[src/hw/rtl/control_chart_rule_monitor_top_assert.svh]
// ----------------------------------------------------------------------------
// Assertion macros for the control chart rule monitor.
// Each macro checks a property on the rising edge of clk, disabled in reset.
// ----------------------------------------------------------------------------
`ifndef CONTROL_CHART_RULE_MONITOR_TOP_ASSERT_SVH
`define CONTROL_CHART_RULE_MONITOR_TOP_ASSERT_SVH

// Consequent must hold in the same cycle as the antecedent.
`define CCRM_ASSERT_SAME(label, ante, cons, msg) \
  label: assert property (@(posedge clk) disable iff (!rst_n) (ante) |-> (cons)) \
    else $error(msg);

// Consequent must hold in the cycle after the antecedent.
`define CCRM_ASSERT_NEXT(label, ante, cons, msg) \
  label: assert property (@(posedge clk) disable iff (!rst_n) (ante) |=> (cons)) \
    else $error(msg);

`endif

[src/hw/rtl/ccrm_pkg.sv]
// ----------------------------------------------------------------------------
// ccrm_pkg
// Types and constants shared by the control chart rule monitor modules.
// ----------------------------------------------------------------------------
package ccrm_pkg;

  localparam int SAMPLE_BITS   = 32;
  localparam int RUN_LEN_BITS  = 5;
  localparam int RULE_COUNT    = 4;
  localparam int CFG_DATA_BITS = 32;
  localparam int CFG_ADDR_BITS = 3;

  localparam logic [RUN_LEN_BITS-1:0] SIDE_RUN_RESET      = 5'd9;
  localparam logic [RUN_LEN_BITS-1:0] TREND_RUN_RESET     = 5'd6;
  localparam logic [RUN_LEN_BITS-1:0] ALTERNATE_RUN_RESET = 5'd14;

  typedef enum logic [CFG_ADDR_BITS-1:0] {
    CFG_UPPER_LIMIT    = 3'd0,
    CFG_LOWER_LIMIT    = 3'd1,
    CFG_CENTER_LINE    = 3'd2,
    CFG_SIDE_RUN_LEN   = 3'd3,
    CFG_TREND_RUN_LEN  = 3'd4,
    CFG_ALT_RUN_LEN    = 3'd5
  } cfg_index_t;

  typedef struct packed {
    logic signed [SAMPLE_BITS-1:0] sample;
    logic                          first_of_set;
  } in_item_t;

  typedef struct packed {
    logic                  limit_hit;
    logic                  side_run_hit;
    logic                  trend_hit;
    logic                  alternate_hit;
    logic [RULE_COUNT-1:0] alarm_flags;
  } out_item_t;

  typedef struct packed {
    logic signed [SAMPLE_BITS-1:0] upper_limit;
    logic signed [SAMPLE_BITS-1:0] lower_limit;
    logic signed [SAMPLE_BITS-1:0] center_line;
    logic [RUN_LEN_BITS-1:0]       side_run_length;
    logic [RUN_LEN_BITS-1:0]       trend_run_length;
    logic [RUN_LEN_BITS-1:0]       alternate_run_length;
  } cfg_t;

endpackage

[src/hw/rtl/ccrm_cfg_regs.sv]
// ----------------------------------------------------------------------------
// ccrm_cfg_regs
// Configuration register file: limits, centre line and run lengths.
// ----------------------------------------------------------------------------
module ccrm_cfg_regs (
  input  logic                               clk,
  input  logic                               rst_n,
  input  logic                               cfg_we,
  input  logic [ccrm_pkg::CFG_ADDR_BITS-1:0] cfg_addr,
  input  logic [ccrm_pkg::CFG_DATA_BITS-1:0] cfg_wdata,
  output ccrm_pkg::cfg_t                     cfg
);
  import ccrm_pkg::*;

  cfg_t cfg_r;

  always_ff @(posedge clk) begin
    if (!rst_n) begin
      cfg_r.upper_limit          <= '0;
      cfg_r.lower_limit          <= '0;
      cfg_r.center_line          <= '0;
      cfg_r.side_run_length      <= SIDE_RUN_RESET;
      cfg_r.trend_run_length     <= TREND_RUN_RESET;
      cfg_r.alternate_run_length <= ALTERNATE_RUN_RESET;
    end else if (cfg_we) begin
      case (cfg_addr)
        CFG_UPPER_LIMIT:   cfg_r.upper_limit <= cfg_wdata[SAMPLE_BITS-1:0];
        CFG_LOWER_LIMIT:   cfg_r.lower_limit <= cfg_wdata[SAMPLE_BITS-1:0];
        CFG_CENTER_LINE:   cfg_r.center_line <= cfg_wdata[SAMPLE_BITS-1:0];
        CFG_SIDE_RUN_LEN:  cfg_r.side_run_length <= cfg_wdata[RUN_LEN_BITS-1:0];
        CFG_TREND_RUN_LEN: cfg_r.trend_run_length <= cfg_wdata[RUN_LEN_BITS-1:0];
        CFG_ALT_RUN_LEN:   cfg_r.alternate_run_length <= cfg_wdata[RUN_LEN_BITS-1:0];
        default: begin
        end
      endcase
    end
  end

  assign cfg = cfg_r;

endmodule

[src/hw/rtl/ccrm_rule_core.sv]
// ----------------------------------------------------------------------------
// ccrm_rule_core
// Run-rule state and the single-pass evaluation of the four chart rules.
// ----------------------------------------------------------------------------
module ccrm_rule_core #(
  parameter int COUNT_BITS = 5
) (
  input  logic                clk,
  input  logic                rst_n,
  input  logic                step_en,
  input  ccrm_pkg::in_item_t  item,
  input  ccrm_pkg::cfg_t      cfg,
  output ccrm_pkg::out_item_t result
);
  import ccrm_pkg::*;

  localparam logic [COUNT_BITS-1:0] CNT_ONE = COUNT_BITS'(1);
  localparam logic [COUNT_BITS-1:0] CNT_TWO = COUNT_BITS'(2);

  function automatic logic [COUNT_BITS-1:0] sat_inc(input logic [COUNT_BITS-1:0] c);
    sat_inc = (c == {COUNT_BITS{1'b1}}) ? c : c + 1'b1;
  endfunction

  function automatic logic reached(input logic [COUNT_BITS-1:0] c,
                                   input logic [RUN_LEN_BITS-1:0] len);
    reached = {{RUN_LEN_BITS{1'b0}}, c} >= {{COUNT_BITS{1'b0}}, len};
  endfunction

  logic signed [SAMPLE_BITS-1:0] prev_r, prev_nxt;
  logic                          have_prev_r, have_prev_nxt;
  logic                          have_dir_r, have_dir_nxt;
  logic                          last_up_r, last_up_nxt;
  logic [COUNT_BITS-1:0]         above_r, above_nxt;
  logic [COUNT_BITS-1:0]         below_r, below_nxt;
  logic [COUNT_BITS-1:0]         rise_r, rise_nxt;
  logic [COUNT_BITS-1:0]         fall_r, fall_nxt;
  logic [COUNT_BITS-1:0]         alt_r, alt_nxt;
  logic [RULE_COUNT-1:0]         sticky_r, sticky_nxt;

  // State as seen by this sample: a new data set starts from the cleared values.
  logic                  hp, hd, lu;
  logic [COUNT_BITS-1:0] above_c, below_c, rise_c, fall_c, alt_c;
  logic [RULE_COUNT-1:0] sticky_c;
  logic                  up, down, gt_c, lt_c;
  logic                  limit_hit, side_hit, trend_hit, alt_hit;

  always_comb begin
    hp       = item.first_of_set ? 1'b0 : have_prev_r;
    hd       = item.first_of_set ? 1'b0 : have_dir_r;
    lu       = item.first_of_set ? 1'b0 : last_up_r;
    above_c  = item.first_of_set ? '0 : above_r;
    below_c  = item.first_of_set ? '0 : below_r;
    rise_c   = item.first_of_set ? CNT_ONE : rise_r;
    fall_c   = item.first_of_set ? CNT_ONE : fall_r;
    alt_c    = item.first_of_set ? CNT_ONE : alt_r;
    sticky_c = item.first_of_set ? '0 : sticky_r;

    limit_hit = (item.sample > cfg.upper_limit) || (item.sample < cfg.lower_limit);

    gt_c = item.sample > cfg.center_line;
    lt_c = item.sample < cfg.center_line;
    above_nxt = above_c;
    below_nxt = below_c;
    if (gt_c) begin
      above_nxt = sat_inc(above_c);
      below_nxt = '0;
    end else if (lt_c) begin
      below_nxt = sat_inc(below_c);
      above_nxt = '0;
    end
    side_hit = reached(above_nxt, cfg.side_run_length) ||
               reached(below_nxt, cfg.side_run_length);

    up   = item.sample > prev_r;
    down = item.sample < prev_r;
    rise_nxt    = rise_c;
    fall_nxt    = fall_c;
    alt_nxt     = alt_c;
    have_dir_nxt = hd;
    last_up_nxt = lu;
    trend_hit   = 1'b0;
    alt_hit     = 1'b0;
    if (hp) begin
      rise_nxt = up ? sat_inc(rise_c) : CNT_ONE;
      fall_nxt = down ? sat_inc(fall_c) : CNT_ONE;
      trend_hit = reached(rise_nxt, cfg.trend_run_length) ||
                  reached(fall_nxt, cfg.trend_run_length);
      // A change of direction extends the alternation; a repeat restarts it at two.
      if (hd && (up != lu)) begin
        alt_nxt = sat_inc(alt_c);
      end else begin
        alt_nxt = CNT_TWO;
      end
      have_dir_nxt = 1'b1;
      last_up_nxt  = up;
      alt_hit = reached(alt_nxt, cfg.alternate_run_length);
    end

    prev_nxt      = item.sample;
    have_prev_nxt = 1'b1;
    sticky_nxt    = sticky_c | {alt_hit, trend_hit, side_hit, limit_hit};

    result.limit_hit     = limit_hit;
    result.side_run_hit  = side_hit;
    result.trend_hit     = trend_hit;
    result.alternate_hit = alt_hit;
    result.alarm_flags   = sticky_nxt;
  end

  always_ff @(posedge clk) begin
    if (!rst_n) begin
      prev_r      <= '0;
      have_prev_r <= 1'b0;
      have_dir_r  <= 1'b0;
      last_up_r   <= 1'b0;
      above_r     <= '0;
      below_r     <= '0;
      rise_r      <= CNT_ONE;
      fall_r      <= CNT_ONE;
      alt_r       <= CNT_ONE;
      sticky_r    <= '0;
    end else if (step_en) begin
      prev_r      <= prev_nxt;
      have_prev_r <= have_prev_nxt;
      have_dir_r  <= have_dir_nxt;
      last_up_r   <= last_up_nxt;
      above_r     <= above_nxt;
      below_r     <= below_nxt;
      rise_r      <= rise_nxt;
      fall_r      <= fall_nxt;
      alt_r       <= alt_nxt;
      sticky_r    <= sticky_nxt;
    end
  end

endmodule

[src/hw/rtl/control_chart_rule_monitor_top.sv]
// ----------------------------------------------------------------------------
// control_chart_rule_monitor_top
// The monitor takes one signed Q16.16 sample per item and returns one result
// per item with the hits of four control chart rules (outside the limits, a
// same-side run, a rising or falling trend, an up/down alternation) and the
// sticky alarm bits of the current data set. An item with first_of_set high
// clears all run state and alarms before it is evaluated. The block takes one
// item every cycle while the result channel is not stalled; an accepted item
// is captured in the input register, and its result is then loaded into the
// result register, from which it is offered on the result channel. The rule
// evaluation between the two registers is short compare and counter logic,
// and both registers advance together, which is what allows one item per
// cycle.
// Configuration is written through a simple write port and should only change
// while no items are in flight.
// ----------------------------------------------------------------------------
`include "control_chart_rule_monitor_top_assert.svh"

module control_chart_rule_monitor_top #(
  parameter int COUNT_BITS = 5
) (
  input  logic                               clk,
  input  logic                               rst_n,
  // Input channel
  input  logic                               in_valid,
  output logic                               in_stall,
  input  ccrm_pkg::in_item_t                 in_data,
  // Result channel
  output logic                               out_valid,
  input  logic                               out_stall,
  output ccrm_pkg::out_item_t                out_data,
  // Configuration write port
  input  logic                               cfg_we,
  input  logic [ccrm_pkg::CFG_ADDR_BITS-1:0] cfg_addr,
  input  logic [ccrm_pkg::CFG_DATA_BITS-1:0] cfg_wdata
);
  import ccrm_pkg::*;

  cfg_t      cfg;
  in_item_t  s1_data_r;
  logic      s1_valid_r;
  logic      s1_adv;
  logic      in_accept;
  out_item_t result;
  out_item_t out_data_r;
  logic      out_valid_r;

  ccrm_cfg_regs u_cfg (
    .clk       (clk),
    .rst_n     (rst_n),
    .cfg_we    (cfg_we),
    .cfg_addr  (cfg_addr),
    .cfg_wdata (cfg_wdata),
    .cfg       (cfg)
  );

  // The input register moves on whenever the result register is empty or its
  // current result is being taken this cycle.
  assign s1_adv    = !out_valid_r || !out_stall;
  assign in_stall  = s1_valid_r && !s1_adv;
  assign in_accept = in_valid && !in_stall;

  always_ff @(posedge clk) begin
    if (!rst_n) begin
      s1_valid_r <= 1'b0;
    end else if (in_accept) begin
      s1_valid_r <= 1'b1;
    end else if (s1_adv) begin
      s1_valid_r <= 1'b0;
    end
  end

  always_ff @(posedge clk) begin
    if (in_accept) begin
      s1_data_r <= in_data;
    end
  end

  // The rule state advances exactly once per item, as it leaves the input
  // register for the result register.
  ccrm_rule_core #(
    .COUNT_BITS (COUNT_BITS)
  ) u_core (
    .clk     (clk),
    .rst_n   (rst_n),
    .step_en (s1_valid_r && s1_adv),
    .item    (s1_data_r),
    .cfg     (cfg),
    .result  (result)
  );

  always_ff @(posedge clk) begin
    if (!rst_n) begin
      out_valid_r <= 1'b0;
    end else if (s1_adv) begin
      out_valid_r <= s1_valid_r;
    end
  end

  always_ff @(posedge clk) begin
    if (s1_adv && s1_valid_r) begin
      out_data_r <= result;
    end
  end

  assign out_valid = out_valid_r;
  assign out_data  = out_data_r;

  // An accepted item always lands in the input register.
  `CCRM_ASSERT_NEXT(a_accept_lands, in_accept, s1_valid_r, "accepted item was dropped")

  // The first item of a set reports exactly its own hits as alarms.
  `CCRM_ASSERT_NEXT(a_first_alarms, s1_valid_r && s1_adv && s1_data_r.first_of_set,
    out_data_r.alarm_flags == {out_data_r.alternate_hit, out_data_r.trend_hit,
    out_data_r.side_run_hit, out_data_r.limit_hit}, "alarms not cleared at set start")

  // Sticky alarms always include the hits of the same result.
  `CCRM_ASSERT_SAME(a_sticky_cover, out_valid_r,
    (out_data_r.alarm_flags & {out_data_r.alternate_hit, out_data_r.trend_hit,
    out_data_r.side_run_hit, out_data_r.limit_hit}) == {out_data_r.alternate_hit,
    out_data_r.trend_hit, out_data_r.side_run_hit, out_data_r.limit_hit},
    "alarm flags miss a current hit")

endmodule
[config.mk]
export PLATFORM = sky130hd
export DESIGN_NAME = control_chart_rule_monitor_top
export DESIGN_NICKNAME = d
export VERILOG_FILES = /design/src/hw/rtl/ccrm_pkg.sv /design/src/hw/rtl/ccrm_cfg_regs.sv /design/src/hw/rtl/ccrm_rule_core.sv /design/src/hw/rtl/control_chart_rule_monitor_top.sv
export VERILOG_INCLUDE_DIRS = /design/src /design/src/hw/rtl
export SDC_FILE = /design/constraint.sdc
export NUM_CORES = 1
export LEC_CHECK = 0
export BUFFER_PORTS_ARGS = -buffer_cell sky130_fd_sc_hd__buf_4
export CORE_ASPECT_RATIO = 1.25
export CORE_MARGIN = 5
export CORE_UTILIZATION = 50
export CTS_CLUSTER_SIZE = 16
export DETAILED_ROUTE_END_ITERATION = 6
export GPL_ROUTABILITY_DRIVEN = 0
export GPL_TIMING_DRIVEN = 0
export HOLD_SLACK_MARGIN = 0.06
export PLACE_DENSITY_LB_ADDON = 0.1
export SETUP_SLACK_MARGIN = 0.3
export SLEW_MARGIN = 25
export SYNTH_ARGS = -nofsm -noshare
export SYNTH_HDL_FRONTEND = slang
export SYNTH_HIERARCHICAL = 1
export SYNTH_SLANG_ARGS = --single-unit
[constraint.sdc]
create_clock -name clk -period 4.6 [get_ports clk]
set_clock_uncertainty 0.05 [all_clocks]
set_input_delay 0.46 -clock clk [delete_from_list [all_inputs] [get_ports clk]]
set_output_delay 0.46 -clock clk [all_outputs]
set_load 0.01 [all_outputs]
* After elaboration in Yosys (flattened, before gate mapping)
Index checks and enable logic that the tools add are counted.
** Cells by class
- Multiplexer cells :: 31
- Magnitude comparators :: 11
- Reduce and logical (&&, ||, !) cells :: 20
- Bitwise gates (word level) :: 1
- Add/subtract/negate cells :: 5
- Eq/ne operators :: 11
** Operators by type and width (count)
- $mux 5 :: 21
- $gt 32x32->1 :: 3
- $lt 32x32->1 :: 3
- $add 5x1->5 const B :: 5
- $eq 5x5->1 const B :: 5
- $ge 5x5->1 :: 5
- $reduce_and 2->1 :: 6
- $mux 1 :: 9
- $eq 3x2->1 const B :: 2
- $eq 3x3->1 const B :: 2
- $logic_and 1x1->1 :: 4
- $logic_not 1->1 :: 4
- $logic_or 1x1->1 :: 4
- $mux 4 :: 1
- $or 4x4->4 :: 1
- $eq 3x1->1 const B :: 1
- $logic_not 3->1 :: 1
- $reduce_bool 2->1 :: 1
- $ne 1x1->1 :: 1
** Word-level totals
- Input bits :: 73
- Logic and storage cells :: 104
- Bits in registers :: 218

* Depth between registers and ports, before layout
- Word-level depth :: 8
- Depth in mapped cells :: 22
- Mapped depth without buffers :: 20

* Cells and area by module
The synthesis kept the hierarchy.
** By module, submodules not included
- ccrm_rule_core :: cells each 882, times used 1, area each 6960.4 um^2
- ccrm_cfg_regs :: cells each 404, times used 1, area each 4164.0 um^2
- control_chart_rule_monitor_top :: cells each 49, times used 1, area each 1315.0 um^2

* Worst setup path before layout
No wires, ideal clock.
- Path type :: flip-flop to flip-flop
- Start point :: reg s1_data_r[15] (netlist bit)
- End point :: reg out_data_r (netlist bit out_data[3]) (data pin)
- Library setup time :: 0.254 ns
- Setup slack :: 0.671 ns
- Period minus slack after synthesis :: 3.929 ns
- Stages on the path, launching flop included :: 19
- Arrival time :: 3.625 ns
- Path buffers :: 1
- Path through :: edfxtp_1 -> ha_1 -> nand4_2 -> nor4_2 -> o21ai_1 -> a311o_1 -> a21oi_2 -> buf_6 -> nand2_4 -> xnor2_1 -> nand3_1 -> ha_1 -> nand2b_1 -> a21o_1 -> a21o_1 -> a21oi_1 -> nor2b_1 -> o21a_1 -> a21o_1
** RTL lines
- start, declared :: RTL line control_chart_rule_monitor_top.sv:40 : in_item_t s1_data_r;
- start signal, assigned :: RTL line control_chart_rule_monitor_top.sv:75 : s1_data_r <= in_data;
- end signal, assigned :: RTL line control_chart_rule_monitor_top.sv:102 : out_data_r <= result;
- end, declared :: RTL line control_chart_rule_monitor_top.sv:45 : out_item_t out_data_r;

==> impl_metrics.py <==
metrics = {
    "power": {
        "power_frac_clock_pct": 40.5,
        "switchingPower_mw": 1.17,
        "p_leak_nw": 6.43,
        "power-per-cell-area_nw_per_um2": 301,
        "p_sw_share_pct": 25.6,
        "intPower_mw": 3.40,
        "peakVddDrop_mv": 0.274,
        "seqPwrFrac_pct": 45.2,
        "combPwrFrac_pct": 14.3,
    },
    "cts": {
        "cts_tree": "yes",
        "cts.sinks": 218,
        "root_buffer": "clkbuf_16",
        "insertion_delay_ps": 520,
        "htreeDepth": 1,
        "cts_made_buffers": 24,
        "clk_path_buf_depth": 3,
        "path_clk_slew_ps": 60,
    },
    "die": {
        "io_pins": 83,
        "coreArea_sq_um": 24500,
        "start_util_pct": 50.8,
        "dieArea_sq_um": 28200,
        "die_y_um": 186,
        "die_w_um": 151,
        "core.rowCount": 64,
    },
    "drt": {
        "vias_per_cell": 5.25,
        "wl_um": 31800,
        "wl_per_cell_um": 17.1,
        "num_vias": 9788,
        "drt-initial-drc-count": 461,
        "final_antenna_net_count": 0,
        "firstDrtPassIters": 5,
        "drc": 0,
    },
    "sta": {
        "rsz0062_at_grt": "true",
        "fin_ws_ps": 330,
        "max_clock_freq_mhz": 234,
        "slew_headroom_pct": 40.5,
        "hold_violations": 0,
        "hold-worst-slack_ps": 80.6,
        "worst_slew_pin_slew_ps": 891,
        "slew_violations": 0,
        "setup_viol": 0,
        "period_share_pct": 92.8,
        "period_needed_ps": 4270,
    },
    "synthesis": {
        "yosysSeqAreaShare_pct": 38.4,
        "synth_nets": 1565,
        "synth_compound_gate_area_share_pct": 10.2,
        "synth.area.mux_share_pct": 12.3,
        "synth_top_family_by_area": "adder cells",
        "synthArstFlopShare_pct": 0,
        "synth-simple-area-share_pct": 15.6,
        "synth-adder-area-share_pct": 15.8,
        "synthesis.area_sq_um": 12400,
        "synth_xor_area_share_pct": 0.774,
        "synthCells": 1335,
        "synth.ff_latch_count": 218,
        "avgSynthCellArea_sq_um": 9.32,
        "synth_cell_types": 74,
        "yosys_warnings": 6,
        "synth_edf_count": 41,
        "synthFlopType": "dfxtp_1",
    },
    "worst_setup_path": {
        "endpoint_kind": "flip-flop",
        "cp_common_cell": "a21o_1",
        "start_kind": "flip-flop",
        "rrSetupSlack_ps": 330,
        "path_max_fanout": 5,
        "arrival_ps": 4480,
        "crit_path_max_incr_delay_ps": 470,
        "critPathKind": "reg2reg",
        "crit_required_ps": 4810,
        "path_cells": "ha_4 > nand4_4 > nor4_4 > o21ai_2 > a311o_1 > a21oi_4 > buf_6 > nand2_8 > xnor2_4 > nand3_2 > ha_1 > nand2b_1 > a21o_1 > a21o_1 > a21oi_2 > nor2b_1 > o21a_2 > a21o_1",
        "cp_slowest_cell": "a311o_1",
    },
    "cells_and_area": {
        "fillers": 2197,
        "fin_nets": 1747,
        "fin_cells": 1865,
        "layout_commonest_cell": "dfxtp_1",
        "mostFrequentLayoutCells": "dfxtp_1 (177), nand2_1 (172), mux2i_1 (153)",
        "drive_gt1_share_pct": 15.3,
        "multi_input_area_sq_um": 7130,
        "regArea_sq_um": 4770,
        "n_antenna_cell": 0,
        "syn_to_final_growth_pct": 22.2,
    },
    "grt": {
        "grt_pass1_wl_um": 49800,
        "grt_pass1_vias": 9842,
        "grt_overflow_total": 0,
        "grt_max_degree": 24,
        "antenna_found_initial": 0,
        "track_usage_pct": 21.9,
    },
    "placement": {
        "dp_hpwl_um": 23200,
        "dp_worst_setup_slack_ps": -443,
        "port_buffers": 82,
        "post-place-cells": 1748,
    },
    "run": {
        "drv_cap": 0,
    },
    "status": {
        "status": "completed",
    },
    "min_path": {
        "min_path_type": "in2reg",
    },
}
## repair_timing
item	4_1_cts	5_1_grt
endpoints found under the setup margin	9	9
hold buffers	32	0
gates resized for setup	15	38
endpoints found under the hold margin	32	0
gates cloned	0	1
setup buffers	18	22
pin swaps	7	20
## final timing paths
path,endpoint,depth (start not counted),start
max,out_data[3]$_DFFE_PP_,18,s1_data_r[14]$_DFFE_PP_
min,s1_data_r[32]$_DFFE_PP_,1,in_data[32]
max reg2reg,out_data[3]$_DFFE_PP_,18,s1_data_r[14]$_DFFE_PP_
min reg2reg,u_cfg/cfg[97]$_SDFFE_PN0P_,2,u_cfg/cfg[97]$_SDFFE_PN0P_
## cell usage after synthesis, types with 3 or more instances
master    count  area [sq um]
a211oi_1      8          60.1
a21boi_0      3          22.5
a21o_1       40           300
a21oi_1      58           290
a22o_1        3          26.3
a31oi_1      10          62.6
and2_1        3          18.8
and3_1        9          56.3
buf_1         5          18.8
buf_2         9          45.0
buf_4         7          52.6
buf_6         8          90.1
clkbuf_1     22          82.6
dfxtp_1     177          3540
edfxtp_1     41          1230
ha_1        157          1960
inv_1       150           563
mux2i_1     153          1530
nand2_1     173           649
nand2b_1     12          75.1
nand3_1      28           140
nand4_1      27           169
nor2_1       74           278
nor2b_1      35           219
nor3_1        8          40.0
nor4_1        4          25.0
o211a_1       3          30.0
o21a_1        7          52.6
o21ai_0      26           130
o21ai_1       3          15.0
o22ai_1       3          18.8
or2_2         4          25.0
xnor2_1       6          52.6
xor2_1        5          43.8
## sequential cells by signal (all words and copies together), names as in the netlist, 4 cells and up
| signal | flops |
|---|---|
| s1_data_r | 33 |
| u_core/above_r | 5 |
| u_core/rise_r | 5 |
| u_core/fall_r | 5 |
| u_cfg/cfg | 111 |
| u_core/alt_r | 5 |
| u_core/sticky_r | 4 |
| u_core/prev_r | 32 |
| out_data | 8 |
| u_core/below_r | 5 |
## layer usage
layer | routed length, um | vias up | part of all wire (%) | GRT usage (%)
met1 | 13700 | 4586 | 43 | 27.6
met5 | 0 | - | 0 | 0
met2 | 15900 | 174 | 50 | 38.3
met3 | 1150 | 62 | 3.6 | 2.64
met4 | 1140 | 0 | 3.6 | 8.03
li1 | - | 4966 | - | -
## kinds of logic after synthesis
group | Yosys count
AOI/OAI and AO/OA | 192
xor gates and xnor gates | 11
adders and majority gates | 157
buffers and inverters | 203
DFF | 218
muxes | 153
and+or+nand+nor | 401
## worst max-delay path, delay by kind of cell (launching register included)
kind,cells,cell delay [ps]
adders and majority gates,2,620
and+or+nand+nor,6,820
buffers and inverters,1,150
xor gates and xnor gates,1,230
DFF,1,460
AOI/OAI and AO/OA,8,1650
## metrics by stage
step | setup TNS, ps | cell area (sq um) | util (%) | power (mW)
floorplan | 0 | 12400 | - | 2.46
global placement | -3050 | 13500 | 55.0 | 2.64
detailed placement | -2850 | 13500 | 55.1 | 2.66
CTS | 0 | 14800 | 60.4 | 4.56
global route | 0 | 15200 | 62.0 | 4.76
finish | 0 | 15200 | 62.0 | 4.57
## final cells by class
class	count	share of cell area [%]
multi-input combinational	914	46.9
sequential	218	31.4
timing repair buffer	156	8.32
clock buffer	39	4.79
inverter	152	3.75
tap	330	2.72
buffer	51	1.95
clock inverter	5	0.173
## power by group through the flow
stage,clock network (mW),logic (mW),registers (mW)
after floorplan,0,0.367,2.09
after CTS,1.89,0.604,2.07
after detailed placement,0,0.549,2.11
after global placement,0,0.534,2.11
after global routing,1.97,0.726,2.07
final,1.85,0.655,2.06
(Power assumes the default switching activity.)
